--- src/rtl/abpc_pkg.sv ---
// Package for the audio capture block pool: item types, function and register codes,
// free-list request type and default sizes. No dependencies.
package abpc_pkg;

    localparam int NUM_BLOCKS_DEF       = 64;
    localparam int MAX_BLOCK_FRAMES_DEF = 4096;
    localparam int MIN_BLOCK_FRAMES     = 256;

    localparam int FUNC_W        = 2;
    localparam int SAMPLE_W      = 16;
    localparam int BLOCK_ID_W    = 6;
    localparam int ADDR_W        = 18;
    localparam int FRAME_CNT_W   = 13;
    localparam int PEAK_W        = 15;
    localparam int DROP_W        = 32;
    localparam int CAPTURE_W     = 40;
    localparam int FPB_W         = 13;
    localparam int CHAN_W        = 2;
    localparam int CFG_INDEX_W   = 1;
    localparam int CFG_DATA_W    = 13;

    localparam logic [FUNC_W-1:0] FUNC_FRAME  = 2'd0;
    localparam logic [FUNC_W-1:0] FUNC_RETURN = 2'd1;
    localparam logic [FUNC_W-1:0] FUNC_PEAK   = 2'd2;
    localparam logic [FUNC_W-1:0] FUNC_FLUSH  = 2'd3;

    localparam logic [CFG_INDEX_W-1:0] CFG_FRAMES_PER_BLOCK = 1'd0;
    localparam logic [CFG_INDEX_W-1:0] CFG_CHANNEL_COUNT    = 1'd1;

    localparam logic [FPB_W-1:0]  FPB_RESET  = 13'd4096;
    localparam logic [CHAN_W-1:0] CHAN_RESET = 2'd1;

    typedef struct packed {
        logic [FUNC_W-1:0]          func;
        logic signed [SAMPLE_W-1:0] left_sample;
        logic signed [SAMPLE_W-1:0] right_sample;
        logic [BLOCK_ID_W-1:0]      block_id;
    } in_item_t;

    typedef struct packed {
        logic                   write_valid;
        logic [ADDR_W-1:0]      write_address;
        logic                   block_done;
        logic [BLOCK_ID_W-1:0]  done_block_id;
        logic [FRAME_CNT_W-1:0] done_frame_count;
        logic [PEAK_W-1:0]      peak_reading;
        logic [DROP_W-1:0]      dropped_total;
        logic [CAPTURE_W-1:0]   captured_total;
        logic                   return_refused;
    } out_item_t;

    typedef struct packed {
        logic                  pop;
        logic                  push;
        logic [BLOCK_ID_W-1:0] push_id;
    } fl_req_t;

endpackage

--- src/rtl/abpc_free_list.sv ---
// Free list of block ids: a ring memory with per-entry written bits and a registered head read.
// Depends on abpc_pkg.
module abpc_free_list #(
    parameter int NUM_BLOCKS = abpc_pkg::NUM_BLOCKS_DEF
) (
    input  logic                                  clk,
    input  logic                                  rst_n,
    input  abpc_pkg::fl_req_t                     req,
    output logic [((($clog2(NUM_BLOCKS)) > abpc_pkg::BLOCK_ID_W) ?
                   $clog2(NUM_BLOCKS) : abpc_pkg::BLOCK_ID_W)-1:0] head_id,
    output logic [$clog2(NUM_BLOCKS+1)-1:0]       count
);

    localparam int ID_W    = $clog2(NUM_BLOCKS);
    localparam int ENTRY_W = (ID_W > abpc_pkg::BLOCK_ID_W) ? ID_W : abpc_pkg::BLOCK_ID_W;
    localparam int COUNT_W = $clog2(NUM_BLOCKS+1);
    localparam logic [ID_W-1:0]    LAST_SLOT  = ID_W'(NUM_BLOCKS-1);
    localparam logic [COUNT_W-1:0] FULL_COUNT = COUNT_W'(NUM_BLOCKS);

    logic [ENTRY_W-1:0]     mem [NUM_BLOCKS];
    logic [NUM_BLOCKS-1:0]  written_reg;
    logic [ID_W-1:0]        head_reg;
    logic [ID_W-1:0]        head_next;
    logic [ID_W-1:0]        tail_reg;
    logic [ID_W-1:0]        tail_next;
    logic [COUNT_W-1:0]     count_reg;
    logic [ENTRY_W-1:0]     push_entry;
    logic                   bypass;
    logic                   bypass_reg;
    logic [ENTRY_W-1:0]     bypass_data_reg;
    logic                   sel_mem_reg;
    logic [ENTRY_W-1:0]     rd_data_reg;

    function automatic logic [ID_W-1:0] ring_next(input logic [ID_W-1:0] p);
        return (p == LAST_SLOT) ? '0 : p + ID_W'(1);
    endfunction

    assign head_next  = req.pop  ? ring_next(head_reg) : head_reg;
    assign tail_next  = req.push ? ring_next(tail_reg) : tail_reg;
    assign push_entry = ENTRY_W'(req.push_id);
    assign bypass     = req.push && (tail_reg == head_next);

    always_ff @(posedge clk or negedge rst_n)
    begin
        if (!rst_n)
        begin
            head_reg    <= '0;
            tail_reg    <= '0;
            count_reg   <= FULL_COUNT;
            written_reg <= '0;
            bypass_reg  <= 1'b0;
            sel_mem_reg <= 1'b0;
        end
        else
        begin
            head_reg    <= head_next;
            tail_reg    <= tail_next;
            bypass_reg  <= bypass;
            sel_mem_reg <= written_reg[head_next];
            if (req.push)
            begin
                written_reg[tail_reg] <= 1'b1;
                count_reg             <= count_reg + COUNT_W'(1);
            end
            else if (req.pop)
            begin
                count_reg <= count_reg - COUNT_W'(1);
            end
        end
    end

    always_ff @(posedge clk)
    begin
        if (req.push)
        begin
            mem[tail_reg] <= push_entry;
        end
        rd_data_reg     <= mem[head_next];
        bypass_data_reg <= push_entry;
    end

    assign head_id = bypass_reg  ? bypass_data_reg :
                     sel_mem_reg ? rd_data_reg     : ENTRY_W'(head_reg);
    assign count   = count_reg;

    a_no_pop_empty: assert property (@(posedge clk) disable iff (!rst_n)
        req.pop |-> count_reg != '0)
        else $error("Free list popped while empty.");

    a_no_push_full: assert property (@(posedge clk) disable iff (!rst_n)
        req.push |-> count_reg != FULL_COUNT)
        else $error("Free list pushed while full.");

    a_one_op: assert property (@(posedge clk) disable iff (!rst_n)
        !(req.pop && req.push))
        else $error("Free list popped and pushed in one cycle.");

endmodule

--- src/rtl/audio_block_pool_capture_top.sv ---
// Top level of the audio capture block pool with peak meter.
// Depends on abpc_pkg and abpc_free_list.

// The block accepts one item per clock cycle unless in_stall is raised, and returns exactly one
// result item for each, passing it through the input register and then the result register.
// A stall on the result side holds the result register and then the input register; the free
// list head is read from a registered memory port that is refreshed every cycle, so a block
// can be opened on any frame. Configuration writes take effect on the next processed item.
module audio_block_pool_capture_top #(
    parameter int NUM_BLOCKS       = abpc_pkg::NUM_BLOCKS_DEF,
    parameter int MAX_BLOCK_FRAMES = abpc_pkg::MAX_BLOCK_FRAMES_DEF
) (
    input  logic                                clk,
    input  logic                                rst_n,
    input  logic                                in_valid,
    output logic                                in_stall,
    input  abpc_pkg::in_item_t                  in_item,
    output logic                                out_valid,
    input  logic                                out_stall,
    output abpc_pkg::out_item_t                 out_item,
    input  logic                                cfg_write,
    input  logic [abpc_pkg::CFG_INDEX_W-1:0]    cfg_index,
    input  logic [abpc_pkg::CFG_DATA_W-1:0]     cfg_data
);

    localparam int ID_W    = $clog2(NUM_BLOCKS);
    localparam int ENTRY_W = (ID_W > abpc_pkg::BLOCK_ID_W) ? ID_W : abpc_pkg::BLOCK_ID_W;
    localparam int COUNT_W = $clog2(NUM_BLOCKS+1);
    localparam int FILL_W  = $clog2(MAX_BLOCK_FRAMES+1);
    localparam int CMP_W   = (FILL_W > abpc_pkg::FPB_W) ? FILL_W : abpc_pkg::FPB_W;
    localparam int ADDR_W  = abpc_pkg::ADDR_W;
    localparam logic [CMP_W-1:0]  LIMIT_MIN    = CMP_W'(abpc_pkg::MIN_BLOCK_FRAMES);
    localparam logic [CMP_W-1:0]  LIMIT_MAX    = CMP_W'(MAX_BLOCK_FRAMES);
    localparam logic [ADDR_W-1:0] FRAME_STRIDE = ADDR_W'(MAX_BLOCK_FRAMES);
    localparam logic [COUNT_W-1:0] FULL_COUNT  = COUNT_W'(NUM_BLOCKS);

    logic [abpc_pkg::FPB_W-1:0]     fpb_reg;
    logic [abpc_pkg::CHAN_W-1:0]    chan_reg;

    logic                           item_valid_reg;
    abpc_pkg::in_item_t             item_reg;
    logic                           out_valid_reg;
    abpc_pkg::out_item_t            out_reg;
    abpc_pkg::out_item_t            out_next;
    logic                           advance;
    logic                           accept;

    logic                           open_valid_reg;
    logic                           open_valid_next;
    logic [ENTRY_W-1:0]             open_block_reg;
    logic [ENTRY_W-1:0]             open_block_next;
    logic [FILL_W-1:0]              fill_reg;
    logic [FILL_W-1:0]              fill_next;
    logic [abpc_pkg::PEAK_W-1:0]    peak_reg;
    logic [abpc_pkg::PEAK_W-1:0]    peak_next;
    logic [abpc_pkg::DROP_W-1:0]    drop_reg;
    logic [abpc_pkg::DROP_W-1:0]    drop_next;
    logic [abpc_pkg::CAPTURE_W-1:0] capture_reg;
    logic [abpc_pkg::CAPTURE_W-1:0] capture_next;

    abpc_pkg::fl_req_t              fl_req;
    logic [ENTRY_W-1:0]             fl_head_id;
    logic [COUNT_W-1:0]             fl_count;

    logic [CMP_W-1:0]               limit;
    logic [abpc_pkg::PEAK_W-1:0]    mag_left;
    logic [abpc_pkg::PEAK_W-1:0]    mag_right;
    logic [abpc_pkg::PEAK_W-1:0]    mag_frame;

    function automatic logic [abpc_pkg::PEAK_W-1:0] magnitude(
        input logic signed [abpc_pkg::SAMPLE_W-1:0] s);
        logic [abpc_pkg::SAMPLE_W-1:0] neg;
        neg = abpc_pkg::SAMPLE_W'(-s);
        if (!s[abpc_pkg::SAMPLE_W-1])
        begin
            return abpc_pkg::PEAK_W'(s);
        end
        else if (neg[abpc_pkg::SAMPLE_W-1])
        begin
            return '1;
        end
        else
        begin
            return abpc_pkg::PEAK_W'(neg);
        end
    endfunction

    abpc_free_list #(
        .NUM_BLOCKS(NUM_BLOCKS)
    ) u_free_list (
        .clk    (clk),
        .rst_n  (rst_n),
        .req    (fl_req),
        .head_id(fl_head_id),
        .count  (fl_count)
    );

    assign advance  = item_valid_reg && (!out_valid_reg || !out_stall);
    assign in_stall = item_valid_reg && !advance;
    assign accept   = in_valid && !in_stall;

    always_comb
    begin
        if (CMP_W'(fpb_reg) < LIMIT_MIN)
        begin
            limit = LIMIT_MIN;
        end
        else if (CMP_W'(fpb_reg) > LIMIT_MAX)
        begin
            limit = LIMIT_MAX;
        end
        else
        begin
            limit = CMP_W'(fpb_reg);
        end
    end

    assign mag_left  = magnitude(item_reg.left_sample);
    assign mag_right = magnitude(item_reg.right_sample);
    assign mag_frame = (chan_reg[1] && (mag_right > mag_left)) ? mag_right : mag_left;

    always_comb
    begin
        logic [FILL_W-1:0] fill_inc;
        logic [ADDR_W-1:0] addr_base;
        logic              opened;
        logic [ENTRY_W-1:0] blk;

        out_next        = '0;
        fl_req          = '0;
        open_valid_next = open_valid_reg;
        open_block_next = open_block_reg;
        fill_next       = fill_reg;
        peak_next       = peak_reg;
        drop_next       = drop_reg;
        capture_next    = capture_reg;
        fill_inc        = '0;
        addr_base       = '0;
        opened          = 1'b0;
        blk             = open_block_reg;

        if (advance)
        begin
            case (item_reg.func)
                abpc_pkg::FUNC_FRAME:
                begin
                    if (capture_reg != '1)
                    begin
                        capture_next = capture_reg + abpc_pkg::CAPTURE_W'(1);
                    end
                    if (!open_valid_reg && (fl_count != '0))
                    begin
                        opened     = 1'b1;
                        fl_req.pop = 1'b1;
                        blk        = fl_head_id;
                    end
                    if (!open_valid_reg && !opened)
                    begin
                        if (drop_reg != '1)
                        begin
                            drop_next = drop_reg + abpc_pkg::DROP_W'(1);
                        end
                    end
                    else
                    begin
                        if (mag_frame > peak_reg)
                        begin
                            peak_next = mag_frame;
                        end
                        fill_inc = opened ? FILL_W'(1) : fill_reg + FILL_W'(1);
                        addr_base = ADDR_W'(blk) * FRAME_STRIDE;
                        out_next.write_valid   = 1'b1;
                        out_next.write_address = opened ? addr_base
                                                        : addr_base + ADDR_W'(fill_reg);
                        open_block_next = blk;
                        if (CMP_W'(fill_inc) >= limit)
                        begin
                            out_next.block_done       = 1'b1;
                            out_next.done_block_id    = abpc_pkg::BLOCK_ID_W'(blk);
                            out_next.done_frame_count = abpc_pkg::FRAME_CNT_W'(fill_inc);
                            open_valid_next = 1'b0;
                            fill_next       = '0;
                        end
                        else
                        begin
                            open_valid_next = 1'b1;
                            fill_next       = fill_inc;
                        end
                    end
                end
                abpc_pkg::FUNC_RETURN:
                begin
                    if (fl_count == FULL_COUNT)
                    begin
                        out_next.return_refused = 1'b1;
                    end
                    else
                    begin
                        fl_req.push    = 1'b1;
                        fl_req.push_id = item_reg.block_id;
                    end
                end
                abpc_pkg::FUNC_PEAK:
                begin
                    out_next.peak_reading = peak_reg;
                    peak_next             = '0;
                end
                abpc_pkg::FUNC_FLUSH:
                begin
                    if (open_valid_reg && (fill_reg != '0))
                    begin
                        out_next.block_done       = 1'b1;
                        out_next.done_block_id    = abpc_pkg::BLOCK_ID_W'(open_block_reg);
                        out_next.done_frame_count = abpc_pkg::FRAME_CNT_W'(fill_reg);
                        open_valid_next = 1'b0;
                        fill_next       = '0;
                    end
                end
                default:
                begin
                    out_next = '0;
                end
            endcase
            out_next.dropped_total  = drop_next;
            out_next.captured_total = capture_next;
        end
    end

    always_ff @(posedge clk or negedge rst_n)
    begin
        if (!rst_n)
        begin
            fpb_reg        <= abpc_pkg::FPB_RESET;
            chan_reg       <= abpc_pkg::CHAN_RESET;
            item_valid_reg <= 1'b0;
            out_valid_reg  <= 1'b0;
            open_valid_reg <= 1'b0;
            open_block_reg <= '0;
            fill_reg       <= '0;
            peak_reg       <= '0;
            drop_reg       <= '0;
            capture_reg    <= '0;
        end
        else
        begin
            if (cfg_write)
            begin
                if (cfg_index == abpc_pkg::CFG_FRAMES_PER_BLOCK)
                begin
                    fpb_reg <= abpc_pkg::FPB_W'(cfg_data);
                end
                else if (cfg_index == abpc_pkg::CFG_CHANNEL_COUNT)
                begin
                    chan_reg <= abpc_pkg::CHAN_W'(cfg_data);
                end
            end
            if (accept)
            begin
                item_valid_reg <= 1'b1;
            end
            else if (advance)
            begin
                item_valid_reg <= 1'b0;
            end
            if (advance)
            begin
                out_valid_reg <= 1'b1;
            end
            else if (!out_stall)
            begin
                out_valid_reg <= 1'b0;
            end
            open_valid_reg <= open_valid_next;
            open_block_reg <= open_block_next;
            fill_reg       <= fill_next;
            peak_reg       <= peak_next;
            drop_reg       <= drop_next;
            capture_reg    <= capture_next;
        end
    end

    always_ff @(posedge clk)
    begin
        if (accept)
        begin
            item_reg <= in_item;
        end
        if (advance)
        begin
            out_reg <= out_next;
        end
    end

    assign out_valid = out_valid_reg;
    assign out_item  = out_reg;

    a_closed_empty: assert property (@(posedge clk) disable iff (!rst_n)
        !open_valid_reg |-> fill_reg == '0)
        else $error("Fill index is nonzero with no open block.");

    a_write_fields: assert property (@(posedge clk) disable iff (!rst_n)
        out_valid_reg && out_reg.write_valid |->
            out_reg.peak_reading == '0 && !out_reg.return_refused)
        else $error("A stored frame carries peak or return fields.");

    a_state_held: assert property (@(posedge clk) disable iff (!rst_n)
        !advance |=> $stable(fill_reg) && $stable(open_valid_reg) && $stable(peak_reg))
        else $error("Block state changed without a processed item.");

endmodule
--- config.mk ---
export PLATFORM = sky130hd
export DESIGN_NAME = audio_block_pool_capture_top
export DESIGN_NICKNAME = d
export VERILOG_FILES = /design/src/rtl/abpc_pkg.sv /design/src/rtl/abpc_free_list.sv /design/src/rtl/audio_block_pool_capture_top.sv
export SDC_FILE = /design/constraint.sdc
export NUM_CORES = 1
export LEC_CHECK = 0
export BUFFER_PORTS_ARGS = -buffer_cell sky130_fd_sc_hd__buf_4
export CAP_MARGIN = 20
export CORE_UTILIZATION = 55
export DETAILED_ROUTE_END_ITERATION = 8
export PLACE_DENSITY = 0.73
export SYNTH_ARGS = -nofsm -noshare
export SYNTH_HDL_FRONTEND = slang
export SYNTH_HIERARCHICAL = 1
export SYNTH_SLANG_ARGS = --single-unit
--- constraint.sdc ---
create_clock -name clk -period 7.15 [get_ports clk]
set_input_delay 0.715 -clock clk [delete_from_list [all_inputs] [get_ports clk]]
set_output_delay 0.715 -clock clk [all_outputs]
set_load 0.05 [all_outputs]
==> results.md, run 1 <==
* **outcome** finished clean
* **share of synthesized area occupied by flip-flops and latches** 64.48%
* **total power divided by cell area** 325.0 nW/µm²
* **setup repair after global routing missed its margin** false
* **actual slew at the worst max-slew pin** 1089 ps
* **Cell Count, Final, Fillers Out** 3457
* **Peak Freq** 0.1652 GHz
* **top post-synthesis cells by area** sky130_fd_sc_hd__edfxtp_1, sky130_fd_sc_hd__dfrtp_1, sky130_fd_sc_hd__mux2i_1, sky130_fd_sc_hd__mux4_2, sky130_fd_sc_hd__xnor2_1
* **endpoints failing hold** 0
* **number of enable flip-flop cells after synthesis** 551
* **Die W** 251.0 µm
* **count of placed standard cells including taps** 3305
* **class of the tightest hold or removal check** input pin to async pin
* **critical path type** flop to flop
* **maximum level of the CTS H-tree** 3
* **via total after detailed routing** 20.18k
* **Crit Path Max Fanout** 8
* **Clock Tree Root** sky130_fd_sc_hd__clkbuf_16
* **number of buffers on the longest clock path** 3
* **number of nets produced by synthesis** 2535
* **effective utilization at floorplan** 56.09%
* **worst IR drop on VDD** 0.2997 mV
* **Synth Cell Area** 34110 µm²
* **flops & latches, synth** 771
* **global-route usage over all layers** 24.12%
* **total number of placement rows** 90
* **crit path DAT** 6610 ps
* **global route total overflow** 0
* **Via density** 5.839
* **capturing element type of the critical path** flop
* **fin crit period** 6053 ps
* **Max Cap Viol** 0
* **Final Worst Setup Slack** 1097 ps
* **Sum Neg Setup Slack** 0 ps
* **number of antenna cells inserted** 0
* **sequential cell area in the final layout** 21990 µm²
* **proportion of netlist area held by the largest area contributor** 48.51%
* **TritonCTS clock tree** built
* **Final period util** 84.66%
* **startpoint types** flop
* **cell area after placement** 36220 µm²
* **clock skew after layout** 17.37 ps
* **die height** 251.0 µm
* **final cell area excluding filler cells** 39010 µm²
* **fill cell count** 4404
* **synthesis warning total** 6
* **source-to-sink clock delay at the later pin of the worst-skew pair** 630 ps
* **initial antenna violation count** 0
* **hold-fix buffer count after cts** 0
* **multi-input logic area** 11330 µm²
* **post-DR wirelength/cell** 21.52 µm
* **layout cells sized above 1** 20.04%
* **Post-Syn Area per Cell** 14.14 µm²
* **Max-slew headroom** 27.41%
* **DRC violations left** 0
* **area enclosed by the die boundary** 63020 µm²
* **post-route ant nets** 0
* **DR iter-0 viols** 1458
* **Gate Count Post-Synth** 2413
* **library cell with the largest summed area after synthesis** sky130_fd_sc_hd__edfxtp_1
* **distinct cell type count after synthesis** 71
* **leakage power summed over all cells** 15.53 nW
* **number of nets in the layout** 2729
* **fraction of synthesis flops using an asynchronous set or reset pin** 26.98%
* **clock sinks** 771
* **Routed Wire Length** 74.41 mm
* **CTS-repair resized insts** 0
* **post-placement worst setup slack** 1131 ps
* **pins over their slew limit** 0
* **Core Util, Final** 64.15%
* **clock-pin slew on the worst setup and hold paths** 60 ps
* **Port-buffer cells** 187
* **vias in the first global route** 20.32k
* **data required time at the worst endpoint** 7710 ps
* **placeable core region** 60810 µm²
* **GPL Wtd Cong** 0.8738
* **TritonCTS buffer count** 80
* **ys flop type** sky130_fd_sc_hd__edfxtp_1
* **first-pass GRT wire length** 117.0 mm
* **DP Wirelength** 48.63 mm
* **flip-flop count of the largest register, all copies and words added** 384
* **number of setup violations in the final report** 0
* **drt pass-1 iters** 7
* **maximum number of pins on one net before global-route repair** 154
* **Area growth, synth to finish** 14.36%
* **count of boundary I/O pins** 188
* **Post-CTS Setup Inserts** 0
placed cells by master (no fill, tap or decap), types with 12 or more instances in the layout:
cell type,synthesis,final
sky130_fd_sc_hd__or3_1,13,13
sky130_fd_sc_hd__inv_1,56,55
sky130_fd_sc_hd__nand4_1,38,38
sky130_fd_sc_hd__nand3_1,78,78
sky130_fd_sc_hd__mux2i_1,244,244
sky130_fd_sc_hd__xnor2_1,103,101
sky130_fd_sc_hd__clkbuf_16,0,83
sky130_fd_sc_hd__or2_2,66,66
sky130_fd_sc_hd__and3_1,35,35
sky130_fd_sc_hd__nand2_1,182,182
sky130_fd_sc_hd__edfxtp_1,551,551
sky130_fd_sc_hd__clkinv_2,0,19
sky130_fd_sc_hd__xor2_1,75,75
sky130_fd_sc_hd__a21oi_1,37,37
sky130_fd_sc_hd__nor3_1,32,31
sky130_fd_sc_hd__a22o_1,42,42
sky130_fd_sc_hd__and4_1,15,15
sky130_fd_sc_hd__and2_1,19,12
sky130_fd_sc_hd__ha_1,62,62
sky130_fd_sc_hd__mux2_2,36,36
sky130_fd_sc_hd__dfrtp_1,206,206
sky130_fd_sc_hd__buf_4,11,213
sky130_fd_sc_hd__nor2_1,171,171
sky130_fd_sc_hd__clkbuf_1,65,16
sky130_fd_sc_hd__mux4_2,56,56
sky130_fd_sc_hd__o21ai_0,43,43
sky130_fd_sc_hd__dfxtp_1,12,12
cell usage after synthesis (32+ instances only):
master / n
sky130_fd_sc_hd__clkbuf_1: 65
sky130_fd_sc_hd__nand3_1: 78
sky130_fd_sc_hd__inv_1: 56
sky130_fd_sc_hd__and3_1: 35
sky130_fd_sc_hd__nor3_1: 32
sky130_fd_sc_hd__nand2_1: 182
sky130_fd_sc_hd__ha_1: 62
sky130_fd_sc_hd__xnor2_1: 103
sky130_fd_sc_hd__nand4_1: 38
sky130_fd_sc_hd__or2_2: 66
sky130_fd_sc_hd__xor2_1: 75
sky130_fd_sc_hd__edfxtp_1: 551
sky130_fd_sc_hd__o21ai_0: 43
sky130_fd_sc_hd__mux4_2: 56
sky130_fd_sc_hd__a22o_1: 42
sky130_fd_sc_hd__dfrtp_1: 206
sky130_fd_sc_hd__nor2_1: 171
sky130_fd_sc_hd__mux2i_1: 244
sky130_fd_sc_hd__a21oi_1: 37
sky130_fd_sc_hd__mux2_2: 36
cells by family (layout without fill, tap and decap cells):
logic type               after synthesis  after routing  share of synthesized area (%)
AO/OA/AOI/OAI                        201            201                          4.046
XOR/XNOR                             178            178                          4.571
adder cells (fa/ha/maj)               63             63                          2.333
buffers and inverters                166            428                          2.384
flip-flops                           771            771                          64.48
multiplexers                         340            340                          12.22
AND/OR/NAND/NOR                      694            694                          9.963
path summary, 6_finish.rpt:
path                                                         start                                 endpoint  slack [ps]  cells past startpoint
max                                         item_reg[31]$_DFFE_PP_                 peak_reg[13]$_DFFE_PN0P_        1100                     23
min                                                          rst_n  u_free_list/written_reg[36]$_DFFE_PN0P_          30                      1
max reg2reg                                 item_reg[31]$_DFFE_PP_                 peak_reg[13]$_DFFE_PN0P_        1100                     23
min reg2reg                u_free_list/written_reg[36]$_DFFE_PN0P_  u_free_list/written_reg[36]$_DFFE_PN0P_         470                      1
max in group asynchronous                                    rst_n               capture_reg[6]$_DFFE_PN0P_        5800                      2
min in group clk                                       in_item[13]                   item_reg[13]$_DFFE_PP_         260                      1
critical path: stages (launching register included):
cell                        delay, ps
sky130_fd_sc_hd__edfxtp_1         460
sky130_fd_sc_hd__or3_1            430
sky130_fd_sc_hd__or4_1            530
sky130_fd_sc_hd__nor2_1           390
sky130_fd_sc_hd__o41ai_1          120
sky130_fd_sc_hd__o21ai_0          340
sky130_fd_sc_hd__inv_1             80
sky130_fd_sc_hd__ha_1             300
sky130_fd_sc_hd__a21o_1           180
sky130_fd_sc_hd__nand3_1           80
sky130_fd_sc_hd__a21oi_1           60
sky130_fd_sc_hd__a211oi_1         250
sky130_fd_sc_hd__a21oi_1          130
sky130_fd_sc_hd__buf_4            190
sky130_fd_sc_hd__mux2_2           300
sky130_fd_sc_hd__ha_1             300
sky130_fd_sc_hd__a21oi_1           60
sky130_fd_sc_hd__nor2_1            90
sky130_fd_sc_hd__a2111oi_0         60
sky130_fd_sc_hd__o31ai_1          270
sky130_fd_sc_hd__a21oi_1          130
sky130_fd_sc_hd__nor3_1           790
sky130_fd_sc_hd__buf_4            300
sky130_fd_sc_hd__a22o_1           150
layer usage:
layer	up-vias	track usage [%]	wire length, µm
met4	0	7.666	2073
li1	9312	-	-
met5	-	0	0
met1	10070	33.32	31760
met3	140	4.328	4664
met2	667	39.04	35910
metrics by stage:
stage	hold slack, ps	total power, mW
detailed placement	452.9	8.436
global placement	448.7	8.364
floorplan	419.4	7.683
CTS	20.19	12.77
global route	41.18	13.17
finish	32.17	12.68
final cells by class:
class                   count  area share, %
inverters                  58         0.5902
well taps                 782          2.508
repair buffers            220          4.362
multi-input cells        1476          29.05
clock buffers             102          5.584
flip-flops and latches    771          56.38
clock inverters            48          1.524
power breakdown:
| group | switching (mW) | internal [mW] |
|---|---|---|
| Combinational | 1.75 | 1.31 |
| Clock | 1.73 | 2.58 |
| Sequential | 0.233 | 5.07 |
| Total | 3.71 | 8.96 |
(Power assumes the default switching activity.)
==> run 2, diff against run 1 <==
Settings changed: PLACE_DENSITY 0.73 to 0.76.
Clock period 7.15 ns to 5.4 ns, I/O delays scaled along.
==> run 2 against run 1 <==
  * Register-to-register slack worse by 990 ps
  * Die area unchanged
  * Hold slack better by 73 ps
  * Total power up 31%
  * Critical endpoint is now peak_reg[2]$_DFFE_PN0P_
  * Count of clock-buffer cells in the layout unchanged
  * Critical path depth unchanged
  * Clock skew up 11 ps
  * Non-clock buffer count up 27
  * Clock power up 26%
  * Worst setup slack worse by 990 ps
  * Combinational power up 35%
==> results.md, run 2 (same netlist as run 1, synthesis figures left out) <==
* **outcome** finished clean
* **drt pass-1 iters** 5, -2
* **vias in the first global route** 20.31k, -0.0098%
* **global-route usage over all layers** 23.66%, -0.46 points
* **via total after detailed routing** 20.40k, +1.1%
* **total number of placement rows** 90, unchanged
* **Port-buffer cells** 187, unchanged
* **DRC violations left** 0, unchanged
* **leakage power summed over all cells** 15.63 nW, +0.66%
* **crit path DAT** 5770 ps, -840 ps
* **Clock Tree Root** sky130_fd_sc_hd__clkbuf_16
* **capturing element type of the critical path** flop
* **critical path type** flop to flop
* **met2 wire len** 36.31 mm, +1.1%
* **Routed Wire Length** 73.99 mm, -0.57%
* **Crit Path Max Fanout** 7, -1
* **first-pass GRT wire length** 115.2 mm, -1.5%
* **fin crit period** 5291 ps, -762.0 ps
* **Cell Count, Final, Fillers Out** 3477, +0.58%
* **number of setup violations in the final report** 0, unchanged
* **post-placement worst setup slack** -111.2 ps, -1242 ps
* **Final period util** 97.99%, +13 points
* **Via density** 5.867, +0.48%
* **highest metal layer with signal wires** met4
* **clock group share of total power** 32.7%, -1.3 points
* **actual slew at the worst max-slew pin** 985.1 ps, -103.7 ps
* **endpoint of the most critical setup path** peak_reg[2]$_DFFE_PN0P_
* **TritonCTS buffer count** 78, -2.5%
* **DR iter-0 viols** 1505, +3.2%
* **Max Cap Viol** 0, unchanged
* **post-DR wirelength/cell** 21.28 µm, -1.1%
* **class of the tightest hold or removal check** input pin to flop
* **count of boundary I/O pins** 188, unchanged
* **TritonCTS clock tree** built
* **maximum number of pins on one net before global-route repair** 131, -15%
* **post-route ant nets** 0, unchanged
* **internal power summed over all cells** 11.69 mW, +30%
* **pins over their slew limit** 0, unchanged
* **data required time at the worst endpoint** 5880 ps, -1830 ps
* **sequential share of power** 42.4%, +0.6 points
* **Area growth, synth to finish** 15.11%
* **commonest non-fill, non-tap cells in the layout** sky130_fd_sc_hd__edfxtp_1, sky130_fd_sc_hd__mux2i_1, sky130_fd_sc_hd__buf_4, sky130_fd_sc_hd__dfrtp_1, sky130_fd_sc_hd__nand2_1
* **number of cells on the worst reg-to-reg path** 23, unchanged
* **clock-pin slew on the worst setup and hold paths** 60 ps, about the same
* **most common library cell in the layout ignoring fill and taps** sky130_fd_sc_hd__edfxtp_1
* **count of placed standard cells including taps** 3315, +0.30%
* **flip-flop count of the largest register, all copies and words added** 384, unchanged
* **worst IR drop on VDD** 0.3159 mV, +5.4%
* **number of antenna cells inserted** 0, unchanged
* **GPL Wtd Cong** 0.9205, +5.3%
* **Die W** 251.0 µm, unchanged
* **global route total overflow** 0, unchanged
* **clock skew after layout** 27.98 ps, +10.61 ps
* **Max-slew headroom** 34.00%, +6.6 points
* **depth of the worst hold-timing path** 1
* **Peak Freq** 0.1890 GHz, +14%
* **Power Total** 16.55 mW, +31%
* **number of nets in the layout** 2754, +0.92%
* **placeable core region** 60810 µm², unchanged
* **DP Wirelength** 49.44 mm, +1.7%
* **source-to-sink clock delay at the later pin of the worst-skew pair** 620 ps, about the same
* **switch share** 29.38%, +0.094 points
* **effective utilization at floorplan** 56.09%, unchanged
* **metal1 wirelength** 31.13 mm, -2.0%
* **launch point of the worst reg-to-reg path** item_reg[7]$_DFFE_PP_
* **power dissipated by switching net loads** 4.863 mW, +31%
* **area enclosed by the die boundary** 63020 µm², unchanged
* **startpoint types** flop
* **maximum level of the CTS H-tree** 3, unchanged
* **initial antenna violation count** 0, unchanged
* **cell area after placement** 36300 µm², +0.21%
* **clock sinks** 771, unchanged
* **die height** 251.0 µm, unchanged
* **endpoints failing hold** 0, unchanged
* **total power divided by cell area** 421.5 nW/µm², +30%
* **Core Util, Final** 64.57%, +0.42 points
* **combinational cell fraction of total power** 24.9%, +0.7 points
* **final cell area excluding filler cells** 39260 µm², +0.65%
* **flop2flop setup slack** 110 ps, -990 ps
* **detailed-routed wire length on met3** 4.425 mm, -5.1%
* **Final Worst Setup Slack** 108.6 ps, -988.0 ps
* **number of buffers on the longest clock path** 3, unchanged
* **Critical path origin** item_reg[7]$_DFFE_PP_
* **capture instance of the worst register-to-register path** peak_reg[2]$_DFFE_PN0P_
* **layout cells sized above 1** 21.41%, +1.4 points
==> run 2: changes by cell type in the layout (fill, tap and decap cells not counted), moves of 5 or more <==
cell and delta:
sky130_fd_sc_hd__buf_4 +21, sky130_fd_sc_hd__clkinv_1 +11, sky130_fd_sc_hd__clkinv_2 -7, sky130_fd_sc_hd__o21ai_0 -6, sky130_fd_sc_hd__o21ai_1 +6, sky130_fd_sc_hd__clkbuf_8 +5
==> run 2: area by class of cell <==
class	instances	area, µm²
Timing Repair Buffer	247	1962
Multi-Input combinational cell	1476	11510
Sequential cell	771	21990
Tap cell	782	978.4
Clock buffer	102	2186
Clock inverter	41	407.9
Inverter	58	227.7
Fill cell	4335	21550
==> run 2: metrics by stage <==
| stage | setup TNS [ps] | hold slack [ps] |
|---|---|---|
| 2_1_floorplan | 0 | 244.4 |
| 3_3_place_gp | 0 | 450.0 |
| 3_5_place_dp | -1376 | 452.7 |
| 4_1_cts | 0 | 73.69 |
| 5_1_grt | -216.6 | 75.25 |
| 6_report | 0 | 104.8 |
==> run 2: per-layer routing <==
layer  vias up  track usage (%)
li1       9354                -
met1     10250            31.97
met2       659            39.03
met3       133            4.338
met4         0            7.561
met5         -                0
==> run 2: what timing repair did <==
action / in CTS / in global routing
hold endpoints to repair: 78 / 0
pin swaps: 2 / 12
gates resized for setup: 5 / 41
hold buffers: 1 / 0
endpoints found under the setup margin: 15 / 15
setup buffers: 3 / 9
gates cloned: 0 / 1
==> run 2: critical path, cell delays in order, from the launching register on <==
cell                        delay, ps
sky130_fd_sc_hd__edfxtp_1         420
sky130_fd_sc_hd__or3_4            420
sky130_fd_sc_hd__or4_4            560
sky130_fd_sc_hd__nor4_4           270
sky130_fd_sc_hd__a21boi_1         130
sky130_fd_sc_hd__o22ai_2          170
sky130_fd_sc_hd__inv_1            100
sky130_fd_sc_hd__ha_4             280
sky130_fd_sc_hd__nand4_1          190
sky130_fd_sc_hd__a21oi_2          190
sky130_fd_sc_hd__a211oi_2          70
sky130_fd_sc_hd__a21oi_2          210
sky130_fd_sc_hd__buf_4            170
sky130_fd_sc_hd__mux2_2           370
sky130_fd_sc_hd__ha_1             320
sky130_fd_sc_hd__nand2_1           90
sky130_fd_sc_hd__nor2_1           120
sky130_fd_sc_hd__a2111oi_2         60
sky130_fd_sc_hd__o31ai_2          270
sky130_fd_sc_hd__a21oi_2           80
sky130_fd_sc_hd__buf_4            140
sky130_fd_sc_hd__o32a_1           210
sky130_fd_sc_hd__buf_6            150
sky130_fd_sc_hd__a22o_1           170
==> run 2: how the worst min path moves through the flow <==
stage	start	slack, ps	end
after floorplan	rst_n	240	capture_reg[0]$_DFFE_PN0P_
after global placement	u_free_list/written_reg[43]$_DFFE_PN0P_	450	u_free_list/written_reg[43]$_DFFE_PN0P_
after detailed placement	u_free_list/written_reg[50]$_DFFE_PN0P_	450	u_free_list/written_reg[50]$_DFFE_PN0P_
after CTS	in_item[13]	70	item_reg[13]$_DFFE_PP_
after global routing	in_item[19]	80	item_reg[19]$_DFFE_PP_
final	in_item[37]	100	item_reg[37]$_DFFE_PP_
==> run 2: power by group through the flow <==
stage               registers (mW)  logic, mW  clock network (mW)
detailed placement            7.13       4.03                   0
CTS                           7.01       4.06                5.52
finish                        7.02       4.12                5.42
global route                  7.06       4.39                5.74
floorplan                     7.27       2.89                   0
global placement              7.11       3.96                   0
